## config.mk

```make
export PLATFORM = sky130hd
export DESIGN_NAME = soft_iq_phase_rotation_core
export DESIGN_NICKNAME = d
export VERILOG_FILES = /design/src/design/sipr_pkg.sv /design/src/design/sipr_rotate.sv /design/src/design/sipr_delay_fix.sv /design/src/design/sipr_out_fifo.sv /design/src/design/soft_iq_phase_rotation_core.sv
export SDC_FILE = /design/constraint.sdc
export NUM_CORES = 1
export LEC_CHECK = 0
export BUFFER_PORTS_ARGS = -buffer_cell sky130_fd_sc_hd__buf_2
export CAP_MARGIN = 0
export CORE_MARGIN = 2
export CORE_UTILIZATION = 45
export CTS_BUF_LIST = sky130_fd_sc_hd__clkbuf_16
export DETAILED_ROUTE_END_ITERATION = 10
export PLACE_DENSITY = 0.68
export SETUP_SLACK_MARGIN = 0.3
export SYNTH_ARGS = -nofsm -noshare
export SYNTH_HDL_FRONTEND = slang
export SYNTH_SLANG_ARGS = --single-unit
export TNS_END_PERCENT = 100
```

## constraint.sdc

```tcl
create_clock -name clk_i -period 3.5 [get_ports clk_i]
set_clock_uncertainty 0.1 [all_clocks]
set_input_delay 0.175 -clock clk_i [delete_from_list [all_inputs] [get_ports clk_i]]
set_output_delay 0.175 -clock clk_i [all_outputs]
set_load 0.01 [all_outputs]
```

## src/design/sipr_pkg.sv

```systemverilog
// Shared types and constants for the soft I/Q phase rotation block.
package sipr_pkg;

  localparam int unsigned ByteW = 8;
  localparam int unsigned QueueDepth = 4;
  localparam int unsigned QueuePtrW = $clog2(QueueDepth);
  localparam int unsigned QueueCntW = $clog2(QueueDepth + 1);
  localparam logic [ByteW-1:0] OutMask = 8'h7F;
  localparam logic [ByteW-1:0] InvMask = 8'hFF;

  typedef enum logic [1:0] {
    ROT_NONE  = 2'd0,
    ROT_INV_Q = 2'd1,
    ROT_INV_B = 2'd2,
    ROT_INV_I = 2'd3
  } rot_e;

  typedef struct packed {
    logic             last;
    logic [ByteW-1:0] q;
    logic [ByteW-1:0] i;
  } pair_t;

  typedef struct packed {
    logic  v0;
    logic  v1;
    pair_t d0;
    pair_t d1;
  } push_t;

  localparam int unsigned CfgPhaseSel = 0;

endpackage

```

## src/design/sipr_rotate.sv

```systemverilog
// Rotation, optional I/Q swap and output mask for one soft pair.
module sipr_rotate (
  input  logic [2:0]              sel_i,
  input  logic [sipr_pkg::ByteW-1:0] soft_i_i,
  input  logic [sipr_pkg::ByteW-1:0] soft_q_i,
  output logic [sipr_pkg::ByteW-1:0] rot_i_o,
  output logic [sipr_pkg::ByteW-1:0] rot_q_o
);

  logic [sipr_pkg::ByteW-1:0] a;
  logic [sipr_pkg::ByteW-1:0] b;
  sipr_pkg::rot_e             rot;

  assign rot = sipr_pkg::rot_e'(sel_i[1:0]);

  always_comb begin
    a = soft_i_i;
    b = soft_q_i;
    case (rot)
      sipr_pkg::ROT_NONE: begin
      end
      sipr_pkg::ROT_INV_Q: begin
        b = soft_q_i ^ sipr_pkg::InvMask;
      end
      sipr_pkg::ROT_INV_B: begin
        a = soft_i_i ^ sipr_pkg::InvMask;
        b = soft_q_i ^ sipr_pkg::InvMask;
      end
      sipr_pkg::ROT_INV_I: begin
        a = soft_i_i ^ sipr_pkg::InvMask;
      end
      default: begin
      end
    endcase
  end

  assign rot_i_o = (sel_i[2] ? b : a) ^ sipr_pkg::OutMask;
  assign rot_q_o = (sel_i[2] ? a : b) ^ sipr_pkg::OutMask;

endmodule

```

## src/design/sipr_delay_fix.sv

```systemverilog
// Offset-QPSK delay correction: holds one I byte and forms up to two result items.
module sipr_delay_fix (
  input  logic                       clk_i,
  input  logic                       rst_ni,
  input  logic                       en_i,
  input  logic                       delay_mode_i,
  input  logic [sipr_pkg::ByteW-1:0] rot_i_i,
  input  logic [sipr_pkg::ByteW-1:0] rot_q_i,
  input  logic                       last_i,
  output sipr_pkg::push_t            push_o
);

  logic [sipr_pkg::ByteW-1:0] held_i_q, held_i_d;
  logic                       held_vld_q, held_vld_d;
  sipr_pkg::pair_t            tail;

  assign tail = '{last: 1'b1, q: '0, i: rot_i_i};

  always_comb begin
    push_o     = '0;
    held_i_d   = held_i_q;
    held_vld_d = held_vld_q;
    if (!delay_mode_i) begin
      push_o.v0  = en_i;
      push_o.d0  = '{last: last_i, q: rot_q_i, i: rot_i_i};
      held_vld_d = 1'b0;
    end else begin
      if (held_vld_q) begin
        push_o.v0 = en_i;
        push_o.d0 = '{last: 1'b0, q: rot_q_i, i: held_i_q};
        push_o.v1 = en_i && last_i;
        push_o.d1 = tail;
      end else begin
        push_o.v0 = en_i && last_i;
        push_o.d0 = tail;
      end
      held_vld_d = !last_i;
      held_i_d   = rot_i_i;
    end
  end

  always_ff @(posedge clk_i or negedge rst_ni) begin
    if (!rst_ni) begin
      held_vld_q <= 1'b0;
    end else if (en_i) begin
      held_vld_q <= held_vld_d;
    end
  end

  always_ff @(posedge clk_i) begin
    if (en_i) begin
      held_i_q <= held_i_d;
    end
  end

endmodule

```

## src/design/sipr_out_fifo.sv

```systemverilog
// Small result queue that takes up to two items per cycle and gives one.
module sipr_out_fifo (
  input  logic                            clk_i,
  input  logic                            rst_ni,
  input  sipr_pkg::push_t                 push_i,
  output logic                            room2_o,
  output logic                            m_tvalid_o,
  input  logic                            m_tready_i,
  output sipr_pkg::pair_t                 m_pair_o
);

  sipr_pkg::pair_t                  mem_q [sipr_pkg::QueueDepth];
  logic [sipr_pkg::QueuePtrW-1:0]   wr_q, wr_d, rd_q, rd_d;
  logic [sipr_pkg::QueueCntW-1:0]   cnt_q, cnt_d;
  logic [sipr_pkg::QueuePtrW-1:0]   wr_nxt;
  logic                             pop;
  logic [1:0]                       n_push;

  assign pop        = m_tvalid_o && m_tready_i;
  assign m_tvalid_o = (cnt_q != '0);
  assign m_pair_o   = mem_q[rd_q];
  assign room2_o    = (cnt_q <= sipr_pkg::QueueCntW'(sipr_pkg::QueueDepth - 2));
  assign wr_nxt     = wr_q + sipr_pkg::QueuePtrW'(1);
  assign n_push     = {1'b0, push_i.v0} + {1'b0, push_i.v1};

  always_comb begin
    wr_d  = wr_q + sipr_pkg::QueuePtrW'(n_push);
    rd_d  = rd_q + sipr_pkg::QueuePtrW'(pop);
    cnt_d = cnt_q + sipr_pkg::QueueCntW'(n_push) - sipr_pkg::QueueCntW'(pop);
  end

  always_ff @(posedge clk_i or negedge rst_ni) begin
    if (!rst_ni) begin
      wr_q  <= '0;
      rd_q  <= '0;
      cnt_q <= '0;
    end else begin
      wr_q  <= wr_d;
      rd_q  <= rd_d;
      cnt_q <= cnt_d;
    end
  end

  always_ff @(posedge clk_i) begin
    if (push_i.v0) begin
      mem_q[wr_q] <= push_i.d0;
    end
    if (push_i.v1) begin
      mem_q[wr_nxt] <= push_i.d1;
    end
  end

endmodule

```

## src/design/soft_iq_phase_rotation_core.sv

```systemverilog
// Top level of the soft I/Q phase ambiguity correction block.
// The slave stream carries one soft pair per item: tdata holds soft_i in
// bits 7:0 and soft_q in bits 15:8, and tlast marks the final pair of a buffer.
// The master stream carries corrected pairs in the same layout, with tlast set
// on the final corrected pair. The APB register phase_select at address 0
// chooses one of sixteen ambiguity cases; write it only while the block is idle.
// An accepted item is held in an input register until the queue has room,
// passes through the rotation and delay correction logic, and is written into
// a four-entry result queue, from which its results are offered in order.
// The block takes one item per cycle as long as the queue has room for two
// results, which the last pair of a buffer in delay modes may need.
// In delay modes a pair that is not last gives its result one item later.
// Reset empties the queue, drops any held I byte and sets phase_select to 0.
// When the receiver stalls, results collect in the queue and tready falls once
// fewer than two entries are free; nothing is lost.
module soft_iq_phase_rotation_core (
  input  logic        clk_i,
  input  logic        rst_ni,
  input  logic        psel,
  input  logic        penable,
  input  logic        pwrite,
  input  logic [2:0]  paddr,
  input  logic [31:0] pwdata,
  output logic [31:0] prdata,
  output logic        pready,
  input  logic        s_tvalid,
  output logic        s_tready,
  input  logic [15:0] s_tdata,  // soft_i [7:0], soft_q [15:8]
  input  logic        s_tlast,
  output logic        m_tvalid,
  input  logic        m_tready,
  output logic [15:0] m_tdata,  // out_i [7:0], out_q [15:8]
  output logic        m_tlast
);

  logic [3:0]                 phase_sel_q;
  logic                       cfg_hit;
  logic                       in_vld_q;
  sipr_pkg::pair_t            in_q;
  logic                       room2;
  logic                       adv;
  logic [sipr_pkg::ByteW-1:0] rot_i, rot_q;
  sipr_pkg::push_t            push;
  sipr_pkg::pair_t            out_pair;

  assign pready  = 1'b1;
  assign cfg_hit = (paddr[2] == 1'(sipr_pkg::CfgPhaseSel)) && (paddr[1:0] == 2'b00);
  assign prdata  = cfg_hit ? {28'd0, phase_sel_q} : 32'd0;

  always_ff @(posedge clk_i or negedge rst_ni) begin
    if (!rst_ni) begin
      phase_sel_q <= '0;
    end else if (psel && penable && pwrite && pready && cfg_hit) begin
      phase_sel_q <= pwdata[3:0];
    end
  end

  assign adv      = in_vld_q && room2;
  assign s_tready = !in_vld_q || adv;

  always_ff @(posedge clk_i or negedge rst_ni) begin
    if (!rst_ni) begin
      in_vld_q <= 1'b0;
    end else if (s_tready) begin
      in_vld_q <= s_tvalid;
    end
  end

  always_ff @(posedge clk_i) begin
    if (s_tready && s_tvalid) begin
      in_q <= '{last: s_tlast, q: s_tdata[15:8], i: s_tdata[7:0]};
    end
  end

  sipr_rotate u_rotate (
    .sel_i    (phase_sel_q[2:0]),
    .soft_i_i (in_q.i),
    .soft_q_i (in_q.q),
    .rot_i_o  (rot_i),
    .rot_q_o  (rot_q)
  );

  sipr_delay_fix u_delay_fix (
    .clk_i        (clk_i),
    .rst_ni       (rst_ni),
    .en_i         (adv),
    .delay_mode_i (phase_sel_q[3]),
    .rot_i_i      (rot_i),
    .rot_q_i      (rot_q),
    .last_i       (in_q.last),
    .push_o       (push)
  );

  sipr_out_fifo u_out_fifo (
    .clk_i      (clk_i),
    .rst_ni     (rst_ni),
    .push_i     (push),
    .room2_o    (room2),
    .m_tvalid_o (m_tvalid),
    .m_tready_i (m_tready),
    .m_pair_o   (out_pair)
  );

  assign m_tdata = {out_pair.q, out_pair.i};
  assign m_tlast = out_pair.last;

endmodule
```

==> impl_metrics.ini <==
[synthesis]
synth.distinct_cells = 55
synth.yosys.seq_area_share_pct = 52.1
ys_async_sr_fraction_pct = 12.3
synth.avg_cell_area_um2 = 12.5
synth_edf_count = 61
syn_area_um2 = 5370
synth_ff_type = edfxtp_1
ys_ff_latch = 106
yosysWarnings = 0
syn_inst = 429

[cts]
path_clk_slew_ps = 70
postCtsHoldBufs = 23
cts_buffer_depth = 2
clk_latency_ps = 340
htree_num_levels = 3
cts-resized-gates = 0
cts_tree = done
post-cts-setup-buffers = 0
root_buffer = clkbuf_16
clock-sinks = 106
cts_buffers = 9

[floorplan]
num_rows = 39
die_w_um = 113
start_util_pct = 46.7
core_um2 = 11500
die_area_um2 = 12800
die_y_um = 113
io_pins = 111

[critical_path]
end_kind = flop
required_ps = 3500
cp-start-kind = flop
critPathMaxFanout = 16
arrival_ps = 2900
critical_path_class = reg -> reg

[pwr]
ir_drop_uv = 365
power.density_nw_per_um2 = 852
leakage_nw = 2.40

[final_layout]
nets = 565
drive_gt1_share_pct = 24.1
diodes = 0
area_growth_pct = 15.4

[place]
portBuffers = 53
gp_congestion = 0.804
dp_hpwl_um = 7640

[sta]
grt_setup_unrepaired = no
hold_slack_ps = 116
finalCriticalPeriod_ps = 2900
finalSetupViolations = 0
worst_pin_slew_ps = 974
timing.fmax_mhz = 345
slew_violations = 0
maxSlewHeadroom_pct = 35.1
hold_violations = 0
min_period_over_period_pct = 82.8
tns_ps = 0

[routing]
drt_iter0_drc = 127
vias = 3559
first_pass_iters = 5
drt_wl_total_um = 11100
wl_per_cell_um = 17.2
drc = 0
viasPerCell = 5.52
ant_nets = 0

[global_routing]
grt_usage_pct = 17.9
antenna_found_initial = 0
grt_max_degree = 35
grt_pass1_wl_um = 17600
grt_pass1_vias = 3490
grt_overflow = 0

[flow_run]
maxCapViolCount = 0

[worst_hold_path]
hold_class = in -> reg

[status]
status = complete, no violations
power by group:
part | leakage, nW | switching [W] | internal (W)
clock network | 0.182 | 0.000440 | 0.000695
registers | 0.991 | 0.000324 | 0.00176
logic | 1.22 | 0.00114 | 0.000921
worst max-delay path, stage by stage (launching register included):
cell	delay, ps
dfrtp_1	400
inv_1	80
ha_1	290
or2_1	660
xnor2_1	110
o21ai_0	600
inv_1	180
a22o_1	240
cell usage in the layout, fill, tap and decap left out, drive strengths merged, types with 4 or more instances in the layout:
master | synthesis | final
a21oi | 4 | 4
a221oi | 7 | 7
a22o | 16 | 16
a22oi | 9 | 9
and2 | 7 | 7
and4bb | 8 | 8
buf | 44 | 58
clkbuf | 7 | 14
conb | 2 | 29
dfrtp | 13 | 13
dfxtp | 32 | 32
dlygate4sd3 | 0 | 23
edfxtp | 61 | 61
ha | 8 | 8
inv | 26 | 28
mux4 | 17 | 17
nand2 | 27 | 27
nand2b | 4 | 4
nor2 | 15 | 15
nor2b | 10 | 10
o21ai | 16 | 16
o22ai | 8 | 8
o2bb2ai | 32 | 32
or2 | 5 | 5
xnor2 | 19 | 19
flip-flops by register name (all words and copies together), names as in the netlist:
signal	cells
u_out_fifo.mem_q	68
in_q	17
u_delay_fix.held_i_q	8
phase_sel_q	4
u_out_fifo.cnt_q	3
u_out_fifo.rd_q	2
u_out_fifo.wr_q	2
in_vld_q	1
u_delay_fix.held_vld_q	1
kinds of logic (layout without fill, tap and decap cells):
logic type                 after synthesis  in the layout  share of synthesized area (%)
AOI/OAI and AO/OA                      100            100                           15.6
DFF                                    106            106                           52.1
other                                    2             29                          0.140
xor gates and xnor gates                22             22                           3.59
muxes                                   18             18                           7.33
and+or+nand+nor                         94             94                           10.8
buffers and inverters                   78            124                           8.31
adders and majority gates                9              9                           2.24
Yosys cell counts, types with 3 or more instances:
cell type	n	share of area, %
o21ai_0	13	1.2
a21o_1	3	0.42
mux4_2	17	7.1
buf_2	9	0.84
o22ai_1	8	0.93
or2_2	3	0.35
xnor2_1	19	3.1
nor2b_1	10	1.2
nand2b_1	4	0.47
a22oi_1	9	1.3
ha_1	8	1.9
o2bb2ai_1	32	5.2
a221oi_2	7	2.0
or3_1	3	0.35
xor2_1	3	0.49
clkbuf_1	7	0.49
edfxtp_1	61	34
dfrtp_1	13	6.1
nor3b_1	3	0.42
a22o_1	14	2.3
nand2_1	27	1.9
nor2_1	15	1.0
and4bb_2	8	1.9
a21oi_2	3	0.49
inv_1	26	1.8
buf_4	31	4.3
and2_1	7	0.81
dfxtp_1	32	12
final cells by class:
cell class / instances / area, um^2
Multi-Input combinational cell: 272 / 2230
Tap cell: 143 / 179
Clock inverter: 2 / 7.51
Sequential cell: 106 / 2800
Inverter: 27 / 101
Fill cell: 982 / 5320
Clock buffer: 14 / 350
Timing Repair Buffer: 81 / 533
layer usage:
metal / wire [um] / vias up / track usage [%]
met5: 0 / - / 0
met4: 163 / 0 / 5.37
met3: 514 / 19 / 3.96
met2: 5870 / 99 / 32.5
met1: 4580 / 1762 / 21.2
li1: - / 1679 / -
stage by stage:
| step | cells | worst slack, ps | area [um^2] | power [W] | util [%] |
|---|---|---|---|---|---|
| detailed placement | 606 | 623 | 5610 | 0.00417 | 48.7 |
| CTS | 645 | 638 | 6200 | 0.00532 | 53.8 |
| finish | 645 | 602 | 6200 | 0.00528 | 53.8 |
| global route | 645 | 340 | 6200 | 0.00560 | 53.8 |
| floorplan | 456 | 1080 | 5480 | 0.00362 | - |
| global placement | 606 | 745 | 5610 | 0.00410 | 48.7 |
worst paths after layout:
kind                                         start                 endpoint  slack, ps  cells after the start
min                                       m_tready       u_out_fifo.rd_q[0]        120                      3
min reg2reg                u_out_fifo.mem_q[1][10]  u_out_fifo.mem_q[1][10]        360                      1
min in group asynchronous                   rst_ni           phase_sel_q[1]        140                      2
max in group asynchronous                   rst_ni       u_out_fifo.rd_q[1]       2930                      2
max                                 phase_sel_q[0]   u_out_fifo.mem_q[1][0]        600                      7
max reg2reg                         phase_sel_q[0]   u_out_fifo.mem_q[1][0]        600                      7
(Power assumes the default switching activity.)
